<file path="config.mk">
export PLATFORM = sky130hd
export DESIGN_NAME = bfsip_mod
export DESIGN_NICKNAME = d
export VERILOG_FILES = /design/src/sv/bfsip_mod.sv
export SDC_FILE = /design/constraint.sdc
export NUM_CORES = 1
export LEC_CHECK = 0
export ABC_AREA = 1
export BUFFER_PORTS_ARGS = -buffer_cell sky130_fd_sc_hd__buf_2
export CORE_MARGIN = 8
export CORE_UTILIZATION = 40
export DETAILED_ROUTE_END_ITERATION = 6
export GPL_TIMING_DRIVEN = 0
export HOLD_SLACK_MARGIN = 0.02
export SYNTH_ARGS = -nofsm -noshare
export SYNTH_HDL_FRONTEND = slang
export SYNTH_SLANG_ARGS = --single-unit
</file>
<file path="constraint.sdc">
create_clock -name clk -period 3.3 [get_ports clk]
set_clock_uncertainty 0.2 [all_clocks]
set_input_delay 0 -clock clk [delete_from_list [all_inputs] [get_ports clk]]
set_output_delay 0 -clock clk [all_outputs]
set_load 0.005 [all_outputs]
</file>
<file path="src/sv/bfsip_mod.sv">
// 64 by 21 bit remainder, restoring, one bit per cycle
module bfsip_mod (
    input  logic        clk,
    input  logic        rst_n,
    input  logic        start,
    input  logic [63:0] num,
    input  logic [20:0] den,
    output logic        done,
    output logic [20:0] rem
);
    logic [63:0] num_reg;
    logic [21:0] rem_reg;
    logic [6:0]  cnt_reg;
    logic        run_reg;
    logic [21:0] trial;
    logic [21:0] sub;

    assign trial = {rem_reg[20:0], num_reg[63]};
    assign sub   = trial - {1'b0, den};
    assign done  = run_reg && (cnt_reg == 7'd64);
    assign rem   = rem_reg[20:0];

    always_ff @(posedge clk or negedge rst_n)
    begin
        if (!rst_n)
        begin
            run_reg <= 1'b0;
            cnt_reg <= 7'd0;
        end
        else if (start)
        begin
            run_reg <= 1'b1;
            cnt_reg <= 7'd0;
        end
        else if (done)
        begin
            run_reg <= 1'b0;
        end
        else if (run_reg)
        begin
            cnt_reg <= cnt_reg + 7'd1;
        end
    end

    // shift in one dividend bit, subtract when it fits
    always_ff @(posedge clk)
    begin
        if (start)
        begin
            num_reg <= num;
            rem_reg <= 22'd0;
        end
        else if (run_reg && !done)
        begin
            num_reg <= {num_reg[62:0], 1'b0};
            rem_reg <= sub[21] ? trial : sub;
        end
    end
endmodule

</file>
* After elaboration in Yosys (flattened, before gate mapping)
Cells that the tools add are included.
** Word-level totals
- Flip-flop bits (word level) :: 93
- Bits of input ports :: 88
- Output and inout bits :: 22
- Logic and storage cells :: 23
** Operators by class
- $add $sub $neg :: 2
- Equal/unequal tests :: 2
- Muxes and demuxes :: 8
- Reduce and logical (&&, ||, !) cells :: 7
** Operator list (count)
- $mux W64 :: 2
- $sub A22 B21 Y22 :: 1
- $mux W21 :: 1
- $mux W7 :: 3
- $add A7 B1 Y7 const B :: 1
- $eq A7 B7 Y1 const B :: 1
- $reduce_bool A2 Y1 :: 3
- $logic_and A1 B1 Y1 :: 2
- $mux W1 :: 2
- $ne A2 B2 Y1 const B :: 1
- $reduce_and A2 Y1 :: 1
- $logic_not A1 Y1 :: 1

* Logic depth before layout (Yosys ltp)
Gate-level depths: netlist (run 1).
- Depth in word-level cells :: 6
- Mapped depth :: 16
- Gate-level depth less buffers :: 16

* Least setup slack after synthesis (run 1)
Ideal clock, no wire load.
- Path kind :: register to register
- Start :: register cnt_reg[0]
- End :: register num_reg[0], enable pin
- Library setup time :: 0.419 ns
- Data arrival time :: 2.229 ns
- Required time :: 2.681 ns
- Setup slack :: 0.452 ns
- Stages on the path, launching flop included :: 8
- Clock period less this slack :: 2.848 ns
- Cells stage by stage :: dfrtp_1 inv_1 ha_1 nand4_1 nand2_1 inv_1 nor2_2 inv_1
** Between the ends
- Cells in the longest elaborated chain, start to end :: 5
** Ends and longest elaborated chain
- from (decl) :: RTL line 13 : logic [6:0] cnt_reg;
- from (signal assigned) :: RTL line 41 : cnt_reg <= cnt_reg + 7'd1;
- $eq A7 B7 Y1 :: RTL line 20 : assign done = run_reg && (cnt_reg == 7'd64);
- $logic_and A1 B1 Y1 :: RTL line 20
- $logic_not A1 Y1 :: RTL line 53 : else if (run_reg && !done)
- $logic_and A1 B1 Y1 :: RTL line 53
- $reduce_bool A2 Y1 (no line)
- to (signal assigned) :: RTL line 50 : num_reg <= num;
- to (signal assigned) :: RTL line 55 : num_reg <= {num_reg[62:0], 1'b0};
- to (decl) :: RTL line 11 : logic [63:0] num_reg;
No other way between the ends.
A chain may end at the register's enable or synchronous reset.

* Worst setup path after layout (run 1)
- Start :: register cnt_reg[0]
- End :: register num_reg[61], enable pin
The elaborated chain is that of the path after synthesis.

==> flow_metrics.env, run 1 <==
export IMPL_hold_path_class="in -> reg"
export IMPL_p_per_area_nw_per_um2=560
export IMPL_worstPathArrival_ns=2.45
export IMPL_drtIter0Drc=249
export IMPL_grt_usage=0.174
export IMPL_fin_crit_ns=2.61
export IMPL_syn_cell_area_um2=5630
export IMPL_syn2layout_area_growth_pct=31.3
export IMPL_slowest_stage="inv_2"
export IMPL_setup_viol=0
export IMPL_clock_sinks=93
export IMPL_status="finished, final reports clean"
export IMPL_yosysTopAreaCell="edfxtp_1"
export IMPL_critical_path_max_stage_delay_ns=0.62
export IMPL_final_nets=1084
export IMPL_rsz0062_at_grt="no"
export IMPL_critPathCaptureType="flop"
export IMPL_rows=43
export IMPL_tns_ns=0
export IMPL_dp_hpwl_um=10600
export IMPL_worstMarginPinSlew_ns=0.839
export IMPL_dieArea_um2=18100
export IMPL_grt_pass1_vias=5367
export IMPL_core_um2=13800
export IMPL_largest_register_ffs=64
export IMPL_ys_ff_latch=93
export IMPL_drt_first_pass_iters=4
export IMPL_vias_per_cell=4.53
export IMPL_wl_um=14900
export IMPL_synth_edf_count=64
export IMPL_cts_root_buf="clkbuf_16"
export IMPL_crit_fanout=38
export IMPL_critical_path_class="reg -> reg"
export IMPL_cts_htree_levels=3
export IMPL_drtAntennaViolNets=0
export IMPL_drc=0
export IMPL_vias=5233
export IMPL_cp_common_cell="inv_1"
export IMPL_clock_fmax_ghz=0.384
export IMPL_grt_pass1_wl_um=25500
export IMPL_tritoncts="done"
export IMPL_layout_drive_gt1_share=0.153
export IMPL_path_clk_slew_ns=0.07
export IMPL_yosysWarnings=0
export IMPL_die_h_um=135
export IMPL_gr_total_overflow=0
export IMPL_period_share=0.790
export IMPL_clk_latency_ns=0.35
export IMPL_routedWlPerCell_um=12.9
export IMPL_hold_viol=0
export IMPL_synth_seq_area_share=0.452
export IMPL_gp_congestion=0.890
export IMPL_critPathLaunchType="flop"
export IMPL_ys_flop_type="edfxtp_1"
export IMPL_p_total_mw=4.14
export IMPL_ys_top_cells_by_count="395 x nand2_1, 106 x inv_1, 64 x edfxtp_1"
export IMPL_required_ns=3.15
export IMPL_postSynthNetCount=894
export IMPL_drv_slew=0
export IMPL_yosysMostFrequentCell="nand2_1"
export IMPL_synth_area_leaders="edfxtp_1 34%, nand2_1 26%, dfxtp_1 7.5%"
export IMPL_relSlewSlack=0.440
export IMPL_grt_max_degree=39
export IMPL_max_clock_path_buffers=2
export IMPL_avgSynthCellArea_um2=7.20
export IMPL_port_buffers=109
export IMPL_synthArstFlopShare=0.0860
export IMPL_cts_made_buffers=9
export IMPL_io_pins=110
export IMPL_antenna_found_initial=0
export IMPL_drv_cap=0
export IMPL_n_antenna_cell=0
export IMPL_path_cells="inv_1 -> ha_1 -> nand4_1 -> nand2_1 -> inv_1 -> nor2_2 -> inv_2 -> buf_12"
export IMPL_yosysTopAreaCellShare=0.342
export IMPL_start_util=0.407
export IMPL_dieWidth_um=135
export IMPL_ir_drop_mv=0.380
export IMPL_syn_inst=782
export IMPL_leakage_nw=3.94
export IMPL_ys_types=33
-- routing by layer --
| metal | up-vias | global-route usage | routed length (µm) | share of wire |
|---|---|---|---|---|
| li1 | 2796 | - | - | - |
| met1 | 2296 | 0.204 | 6510 | 0.44 |
| met2 | 121 | 0.303 | 7240 | 0.49 |
| met3 | 20 | 0.0487 | 895 | 0.060 |
| met4 | 0 | 0.0474 | 255 | 0.017 |
| met5 | - | 0 | 0 | 0 |
-- cells by family after synthesis --
group           count (synthesis)  share of synthesized area
compound gates                 28                     0.0267
xor+xnor                       12                     0.0187
flops                          93                      0.452
simple gates                  495                      0.355
fa+ha+maj                      24                     0.0547
buf+inv                       130                     0.0932
-- final cells by class --
| type | count | area (µm²) |
|---|---|---|
| buffer | 21 | 115 |
| clock buffer | 9 | 225 |
| clock inverter | 6 | 55.1 |
| fill | 1322 | 6440 |
| inverter | 109 | 409 |
| multi-input combinational | 559 | 2560 |
| sequential | 93 | 2540 |
| tap | 180 | 225 |
| timing repair buffer | 179 | 1260 |
-- cells in the final DEF (no fill, tap or decap), types with 3 or more instances in the layout --
cell type / netlist / layout
nand2_1: 395 / 395
buf_2: 2 / 111
inv_1: 106 / 105
dlygate4sd3_1: 0 / 69
edfxtp_1: 64 / 64
nand3_1: 35 / 35
nor2_1: 31 / 31
ha_1: 23 / 23
dfxtp_1: 21 / 21
a21oi_1: 15 / 15
clkbuf_1: 10 / 10
nor3_1: 9 / 9
clkbuf_16: 0 / 9
dfrtp_1: 8 / 8
o21ai_0: 7 / 7
nand2_2: 7 / 7
xnor2_1: 7 / 7
nand4_1: 5 / 5
nand3b_1: 5 / 5
xor2_1: 5 / 5
inv_2: 3 / 4
buf_1: 4 / 4
nor2_2: 3 / 3
o21bai_1: 3 / 3
-- report_power, final --
part / total [mW] / internal, mW / leakage (nW) / switching [mW]
clock network: 1.02 / 0.524 / 0.132 / 0.496
registers: 1.53 / 1.42 / 0.983 / 0.109
logic: 1.59 / 0.653 / 2.82 / 0.939
total: 4.14 / 2.59 / 3.94 / 1.54
-- worst max-delay path, delay by kind of cell, from the launching register on --
| kind | cells | cell delay [ns] |
|---|---|---|
| buf+inv | 4 | 1.14 |
| fa+ha+maj | 1 | 0.20 |
| simple gates | 3 | 0.38 |
| flops | 1 | 0.36 |
-- stage by stage --
stage          area [µm²]  hold WS [ns]  utilization  worst slack (ns)  cells
6_report             7390        0.0618        0.534             0.694   1156
5_1_grt              7390         0.136        0.534             0.487   1156
4_1_cts              7390        0.0546        0.534             0.683   1156
3_5_place_dp         6420        -0.347        0.464             0.690   1072
3_3_place_gp         6400        -0.343        0.463            -0.348   1071
2_1_floorplan        5630        -0.496            -             0.452    782
-- worst paths after layout --
kind / start / to / slack (ns) / cells past startpoint
hold / removal: den[11] / rem_reg[11] / 0.06 / 7
setup reg to reg: cnt_reg[0] / num_reg[61] / 0.69 / 8
max in group asynchronous: rst_n / cnt_reg[2] / 2.18 / 3
min in group asynchronous: rst_n / cnt_reg[0] / 0.45 / 3
setup / recovery: cnt_reg[0] / num_reg[61] / 0.69 / 8
hold reg to reg: rem_reg[2] / rem_reg[2] / 0.29 / 2
-- what timing repair did --
action                                  in CTS  in global routing
endpoints found under the setup margin       0                  0
hold endpoints to repair                    78                  0
hold buffers                                69                  0
setup buffers                                0                  0
gates resized for setup                      0                  0
(Power assumes the default switching activity.)
==> run 2, diff against run 1 <==
clock period = 2.44 ns   (was 3.3 ns; I/O delays follow)
==> run 2 against run 1 <==
Hold slack gained 0.0059 ns; critical path depth rose by 5; maximum frequency grew 13%; sequential power rose by 37%; sequential share of layout area fell by 1.3 points; final area rose by 4.1%; clock-buffer cell count is 1 higher; critical endpoint is now rem_reg[6]; largest cell class unchanged.
==> flow_metrics.env, run 2 (synthesis results as in run 1) <==
export IMPL_place_ws_ns=-0.816
export IMPL_clk_latency_ns=0.35
export IMPL_grt_max_degree=34
export IMPL_relSlewSlack=0.541
export IMPL_setup_ws_ns=0.140
export IMPL_crit_fanout=10
export IMPL_cts_made_buffers=9
export IMPL_clock_sinks=93
export IMPL_worstPathArrival_ns=2.35
export IMPL_hold_viol=0
export IMPL_drv_slew=0
export IMPL_n_antenna_cell=0
export IMPL_final_nets=1093
export IMPL_layout_drive_gt1_share=0.193
export IMPL_max_clock_path_buffers=2
export IMPL_path_cells="ha_1 -> nand2_1 -> nor2_2 -> nand2_1 -> nor2_2 -> nand2_2 -> nand3_2 -> nand2_2 -> nand2_4 -> buf_8 -> nand2_1 -> nand3_1 -> nand2_1"
export IMPL_dieArea_um2=18100
export IMPL_grt_pass1_vias=5194
export IMPL_top_usage_layer="met2"
export IMPL_placedInstanceArea_um2=6420
export IMPL_drtIter0Drc=248
export IMPL_critPathBufInv=1
export IMPL_vias=5264
export IMPL_routedWlPerCell_um=12.8
export IMPL_antenna_found_initial=0
export IMPL_final_common_cell="nand2_1"
export IMPL_gp_congestion=0.891
export IMPL_setup_viol=0
export IMPL_gr_total_overflow=0
export IMPL_critical_path_max_stage_delay_ns=0.37
export IMPL_tritoncts="done"
export IMPL_worst_hold_slack_ns=0.0677
export IMPL_drtAntennaViolNets=0
export IMPL_critPathLaunchType="flop"
export IMPL_final_fill_count=1292
export IMPL_required_ns=2.48
export IMPL_dp_hpwl_um=10300
export IMPL_grt_pass1_wl_um=24600
export IMPL_largest_register_ffs=64
export IMPL_worstMarginPinSlew_ns=0.689
export IMPL_multiInputGateArea_um2=2770
export IMPL_drc=0
export IMPL_die_h_um=135
export IMPL_crit_family="simple AND/OR/NAND/NOR gates"
export IMPL_critPathCaptureType="flop"
export IMPL_drt_first_pass_iters=4
export IMPL_met1_usage=0.202
export IMPL_wl_um=14900
export IMPL_clock_fmax_ghz=0.435
export IMPL_dieWidth_um=135
export IMPL_io_pins=110
export IMPL_final_util=0.556
export IMPL_ir_drop_mv=0.472
export IMPL_period_share=0.943
export IMPL_p_per_area_nw_per_um2=755
export IMPL_grt_usage=0.169
export IMPL_cp_common_cell="nand2_1"
export IMPL_critical_path_class="reg -> reg"
export IMPL_dp_cells=1071
export IMPL_final_cells=1166
export IMPL_hold_path_class="in -> reg"
export IMPL_cts_htree_levels=3
export IMPL_path_clk_slew_ns=0.07
export IMPL_regArea_um2=2540
export IMPL_drv_cap=0
export IMPL_final_cell_mix="390 x nand2_1, 111 x buf_2, 102 x inv_1"
export IMPL_use_met2=0.287
export IMPL_syn2layout_area_growth_pct=36.7
export IMPL_cts_root_buf="clkbuf_16"
export IMPL_fin_crit_ns=2.30
export IMPL_slowest_stage="ha_1"
export IMPL_start_util=0.407
export IMPL_grt_met3_usage=0.0453
export IMPL_core_um2=13800
export IMPL_design_area_um2=7690
export IMPL_rows=43
export IMPL_port_buffers=109
export IMPL_status="finished, final reports clean"
export IMPL_leakage_nw=3.99
export IMPL_vias_per_cell=4.51
==> run 2: worst min-delay path, cell delays in order <==
cell and delay, ns:
buf_2 0.10, inv_1 0.08, ha_4 0.17, xor2_1 0.06, nand2_1 0.06, nand3_1 0.07, nand2_1 0.05
==> run 2: metal layers <==
| metal | vias to the layer above | share of wire |
|---|---|---|
| li1 | 2828 | - |
| met1 | 2316 | 0.45 |
| met2 | 102 | 0.48 |
| met3 | 18 | 0.053 |
| met4 | 0 | 0.016 |
| met5 | - | 0 |
==> run 2: final cells by class <==
cell class / instances / share of cell area
sequential: 93 / 0.331
multi-input combinational: 559 / 0.360
inverter: 109 / 0.0537
timing repair inverter: 3 / 0.00293
buffer: 21 / 0.0150
clock inverter: 6 / 0.00748
tap: 180 / 0.0293
clock buffer: 10 / 0.0298
timing repair buffer: 185 / 0.171
==> run 2: power breakdown <==
part	switching (mW)	total, mW	internal [mW]
combinational	1.31	2.33	1.02
clock	0.666	1.39	0.720
sequential	0.175	2.09	1.92
total	2.16	5.81	3.66
==> run 2: final timing paths <==
check / end / cells past startpoint / slack, ns / startpoint
worst max-delay path: rem_reg[6] / 13 / 0.14 / rem_reg[5]
worst min-delay path: rem_reg[2] / 7 / 0.07 / den[2]
worst max register to register: rem_reg[6] / 13 / 0.14 / rem_reg[5]
worst min register to register: rem_reg[11] / 2 / 0.28 / rem_reg[11]
max in group asynchronous: cnt_reg[5] / 3 / 1.32 / rst_n
min in group asynchronous: run_reg / 3 / 0.45 / rst_n
==> run 2: per-stage QoR <==
stage | TNS, ns | power [mW]
after CTS | -11.07 | 5.67
after floorplan | -9.26 | 3.59
after detailed placement | -52.83 | 4.18
after global routing | -0.00686 | 6.29
final | 0 | 5.81
after global placement | -49.38 | 4.17
==> run 2: repair_timing <==
| action | 4_1_cts | 5_1_grt |
|---|---|---|
| gates resized for setup | 2 | 34 |
| hold endpoints to repair | 78 | 0 |
| setup buffers | 0 | 7 |
| setup endpoints to repair | 65 | 86 |
| pin swaps | 3 | 1 |
| gates cloned | 1 | 2 |
| hold buffers | 69 | 0 |
==> run 3, diff against run 2 <==
ABC_AREA = not set   (was 1)
==> run 3 against run 2 <==
The flow now finishes with violations (setup timing); non-clock buffer count rose by 39; routed wire length increased by 6.4%; largest power group is now sequential cells; highest routed layer unchanged; global-route usage increased by 0.97 points; cell count fell by 22%; power is 34% lower; critical endpoint is now rem_reg[1]; flip-flop and latch count did not move; critical path type unchanged; largest cell class unchanged.
==> flow_metrics.env, run 3 <==
export IMPL_status="finished, violations left"
export IMPL_failed_checks="setup timing"
export IMPL_grt_usage=0.178
export IMPL_ys_ff_latch=93
export IMPL_ys_flop_type="edfxtp_1"
export IMPL_slowest_stage="a2111oi_4"
export IMPL_rrSetupSlack_ns=-0.41
export IMPL_multiInputGateArea_um2=3090
export IMPL_r2r_end="rem_reg[1]"
export IMPL_ir_drop_mv=0.329
export IMPL_setup_viol=21
export IMPL_cts_htree_levels=3
export IMPL_place_ws_ns=-0.970
export IMPL_final_fill_count=1030
export IMPL_p_per_area_nw_per_um2=471
export IMPL_dieWidth_um=131
export IMPL_max_clock_path_buffers=2
export IMPL_final_nets=835
export IMPL_cts_root_buf="clkbuf_16"
export IMPL_final_cells=905
export IMPL_path_clk_slew_ns=0.06
export IMPL_dp_hpwl_um=9970
export IMPL_p_total_mw=3.83
export IMPL_hold_path_startpoint="den[0]"
export IMPL_ys_types=61
export IMPL_postSynthNetCount=598
export IMPL_routedWlPerCell_um=17.5
export IMPL_relSlewSlack=0.461
export IMPL_avgSynthCellArea_um2=10.9
export IMPL_gp_congestion=0.871
export IMPL_period_share=1.17
export IMPL_layout_drive_gt1_share=0.464
export IMPL_tritoncts="done"
export IMPL_synthArstFlopShare=0.0860
export IMPL_regArea_um2=2590
export IMPL_drt_first_pass_iters=6
export IMPL_p_comb_frac=0.152
export IMPL_hold_path_class="in -> reg"
export IMPL_critical_path_class="reg -> reg"
export IMPL_clock_fmax_ghz=0.351
export IMPL_largest_register_ffs=64
export IMPL_grt_pass1_wl_um=25400
export IMPL_swShare=0.227
export IMPL_yosysMostFrequentCell="edfxtp_1"
export IMPL_drtAntennaViolNets=0
export IMPL_port_buffers=109
export IMPL_io_pins=110
export IMPL_critical_path_max_stage_delay_ns=0.41
export IMPL_required_ns=2.45
export IMPL_critPathLaunchType="flop"
export IMPL_yosysTopAreaCell="edfxtp_1"
export IMPL_worstMarginPinSlew_ns=0.806
export IMPL_final_util=0.621
export IMPL_drv_slew=0
export IMPL_synth_edf_count=64
export IMPL_rr_worst_depth=11
export IMPL_antenna_found_initial=1
export IMPL_final_cell_mix="109 x buf_2, 67 x dlygate4sd3_1, 64 x edfxtp_1"
export IMPL_cp_common_cell="buf_6"
export IMPL_hold_depth=4
export IMPL_wl_um=15800
export IMPL_leakage_nw=3.30
export IMPL_clock_sinks=93
export IMPL_fin_crit_ns=2.85
export IMPL_rsz0062_at_grt="yes"
export IMPL_holdPathEnd="rem_reg[0]"
export IMPL_drtIter0Drc=263
export IMPL_rr_startpoint="rem_reg[2]"
export IMPL_setup_ws_ns=-0.408
export IMPL_worstPathArrival_ns=2.86
export IMPL_path_cells="ha_4 -> o21ai_2 -> a2111oi_4 -> nor2_4 -> a21o_1 -> buf_6 -> a211oi_4 -> buf_6 -> buf_12 -> nor3_4 -> a221o_1"
export IMPL_vias=4664
export IMPL_switchingPower_mw=0.871
export IMPL_core_um2=13100
export IMPL_drc=0
export IMPL_clkPwrFrac=0.363
export IMPL_grt_max_degree=17
export IMPL_drv_cap=0
export IMPL_rows=42
export IMPL_crit_fanout=5
export IMPL_p_seq_frac=0.485
export IMPL_syn_cell_area_um2=5300
export IMPL_ys_top_cells_by_count="64 x edfxtp_1, 63 x mux2_2, 40 x nand2_1"
export IMPL_dieArea_um2=17200
export IMPL_hold_viol=0
export IMPL_synth_seq_area_share=0.480
export IMPL_final_common_cell="buf_2"
export IMPL_syn_inst=486
export IMPL_grt_pass1_vias=4966
export IMPL_start_util=0.405
export IMPL_dp_cells=771
export IMPL_p_int_mw=2.96
export IMPL_cts_made_buffers=9
export IMPL_yosysTopAreaCellShare=0.363
export IMPL_clk_latency_ns=0.33
export IMPL_critPathCaptureType="flop"
export IMPL_yosysWarnings=0
export IMPL_die_h_um=131
export IMPL_gr_total_overflow=0
export IMPL_synth_area_leaders="edfxtp_1 36%, mux2_2 13%, dfxtp_1 7.9%"
export IMPL_vias_per_cell=5.15
export IMPL_syn2layout_area_growth_pct=53.4
[run 3: timing repair]
action,CTS,global route
endpoints found under the hold margin,75,0
endpoints found under the setup margin,85,85
pin swaps,19,40
hold buffers,67,0
buffers inserted,20,27
cloned,5,1
gates resized for setup,52,84
[run 3: metal layers]
metal | GRT usage | routed length [µm]
met4 | 0.0600 | 253
met5 | 0 | 0
met1 | 0.218 | 6900
met3 | 0.0335 | 654
met2 | 0.308 | 8030
[run 3: how the worst max path moves through the flow]
stage	end	from	cells past startpoint
after floorplan	num_reg[0]	cnt_reg[5]	6
after global placement	num_reg[23]	cnt_reg[2]	6
after detailed placement	num_reg[26]	cnt_reg[2]	6
after CTS	rem_reg[20]	rem_reg[14]	9
after global routing	rem_reg[7]	rem_reg[2]	11
final	rem_reg[1]	rem_reg[2]	11
[run 3: final cells by class]
cell class,count,area share
multi-input cells,337,0.380
flip-flops and latches,93,0.318
repair inverters,3,0.00277
clock buffers,11,0.0286
repair buffers,226,0.202
inverters,34,0.0162
diodes,1,0.000308
plain buffers,19,0.0175
well taps,176,0.0271
clock inverters,5,0.00754
[run 3: through the flow]
step                cell area (µm²)  setup TNS (ns)  hold WS (ns)
floorplan                      5420          -23.39        -0.496
global placement               6180          -66.58        -0.351
detailed placement             6180          -70.81        -0.347
CTS                            7520           -6.66        0.0421
global route                   8130           -7.84         0.111
finish                         8130           -6.09        0.0764
[run 3: power by group through the flow]
| stage | sequential, mW | combinational (mW) | clock, mW |
|---|---|---|---|
| floorplan | 1.88 | 0.277 | 0 |
| global placement | 1.89 | 0.398 | 0 |
| detailed placement | 1.90 | 0.406 | 0 |
| CTS | 1.86 | 0.513 | 1.42 |
| global route | 1.87 | 0.632 | 1.48 |
| finish | 1.86 | 0.581 | 1.39 |
[run 3: critical path, delay by kind of cell (launching register included)]
kind            cells  cell delay [ns]
compound gates      5             1.33
fa+ha+maj           1             0.28
flops               1             0.35
simple gates        2             0.12
buf+inv             3             0.45
[run 3: kinds of logic (layout without fill, tap and decap cells)]
family                   Yosys count  in the layout  synth area share
AO/OA/AOI/OAI                     86             86             0.117
other                              0              1                 0
XOR/XNOR                          19             19            0.0314
multiplexers                      66             66             0.140
AND/OR/NAND/NOR                  142            142             0.133
adder cells (fa/ha/maj)           24             24            0.0581
flip-flops                        93             93             0.480
buffers and inverters             56            298            0.0413
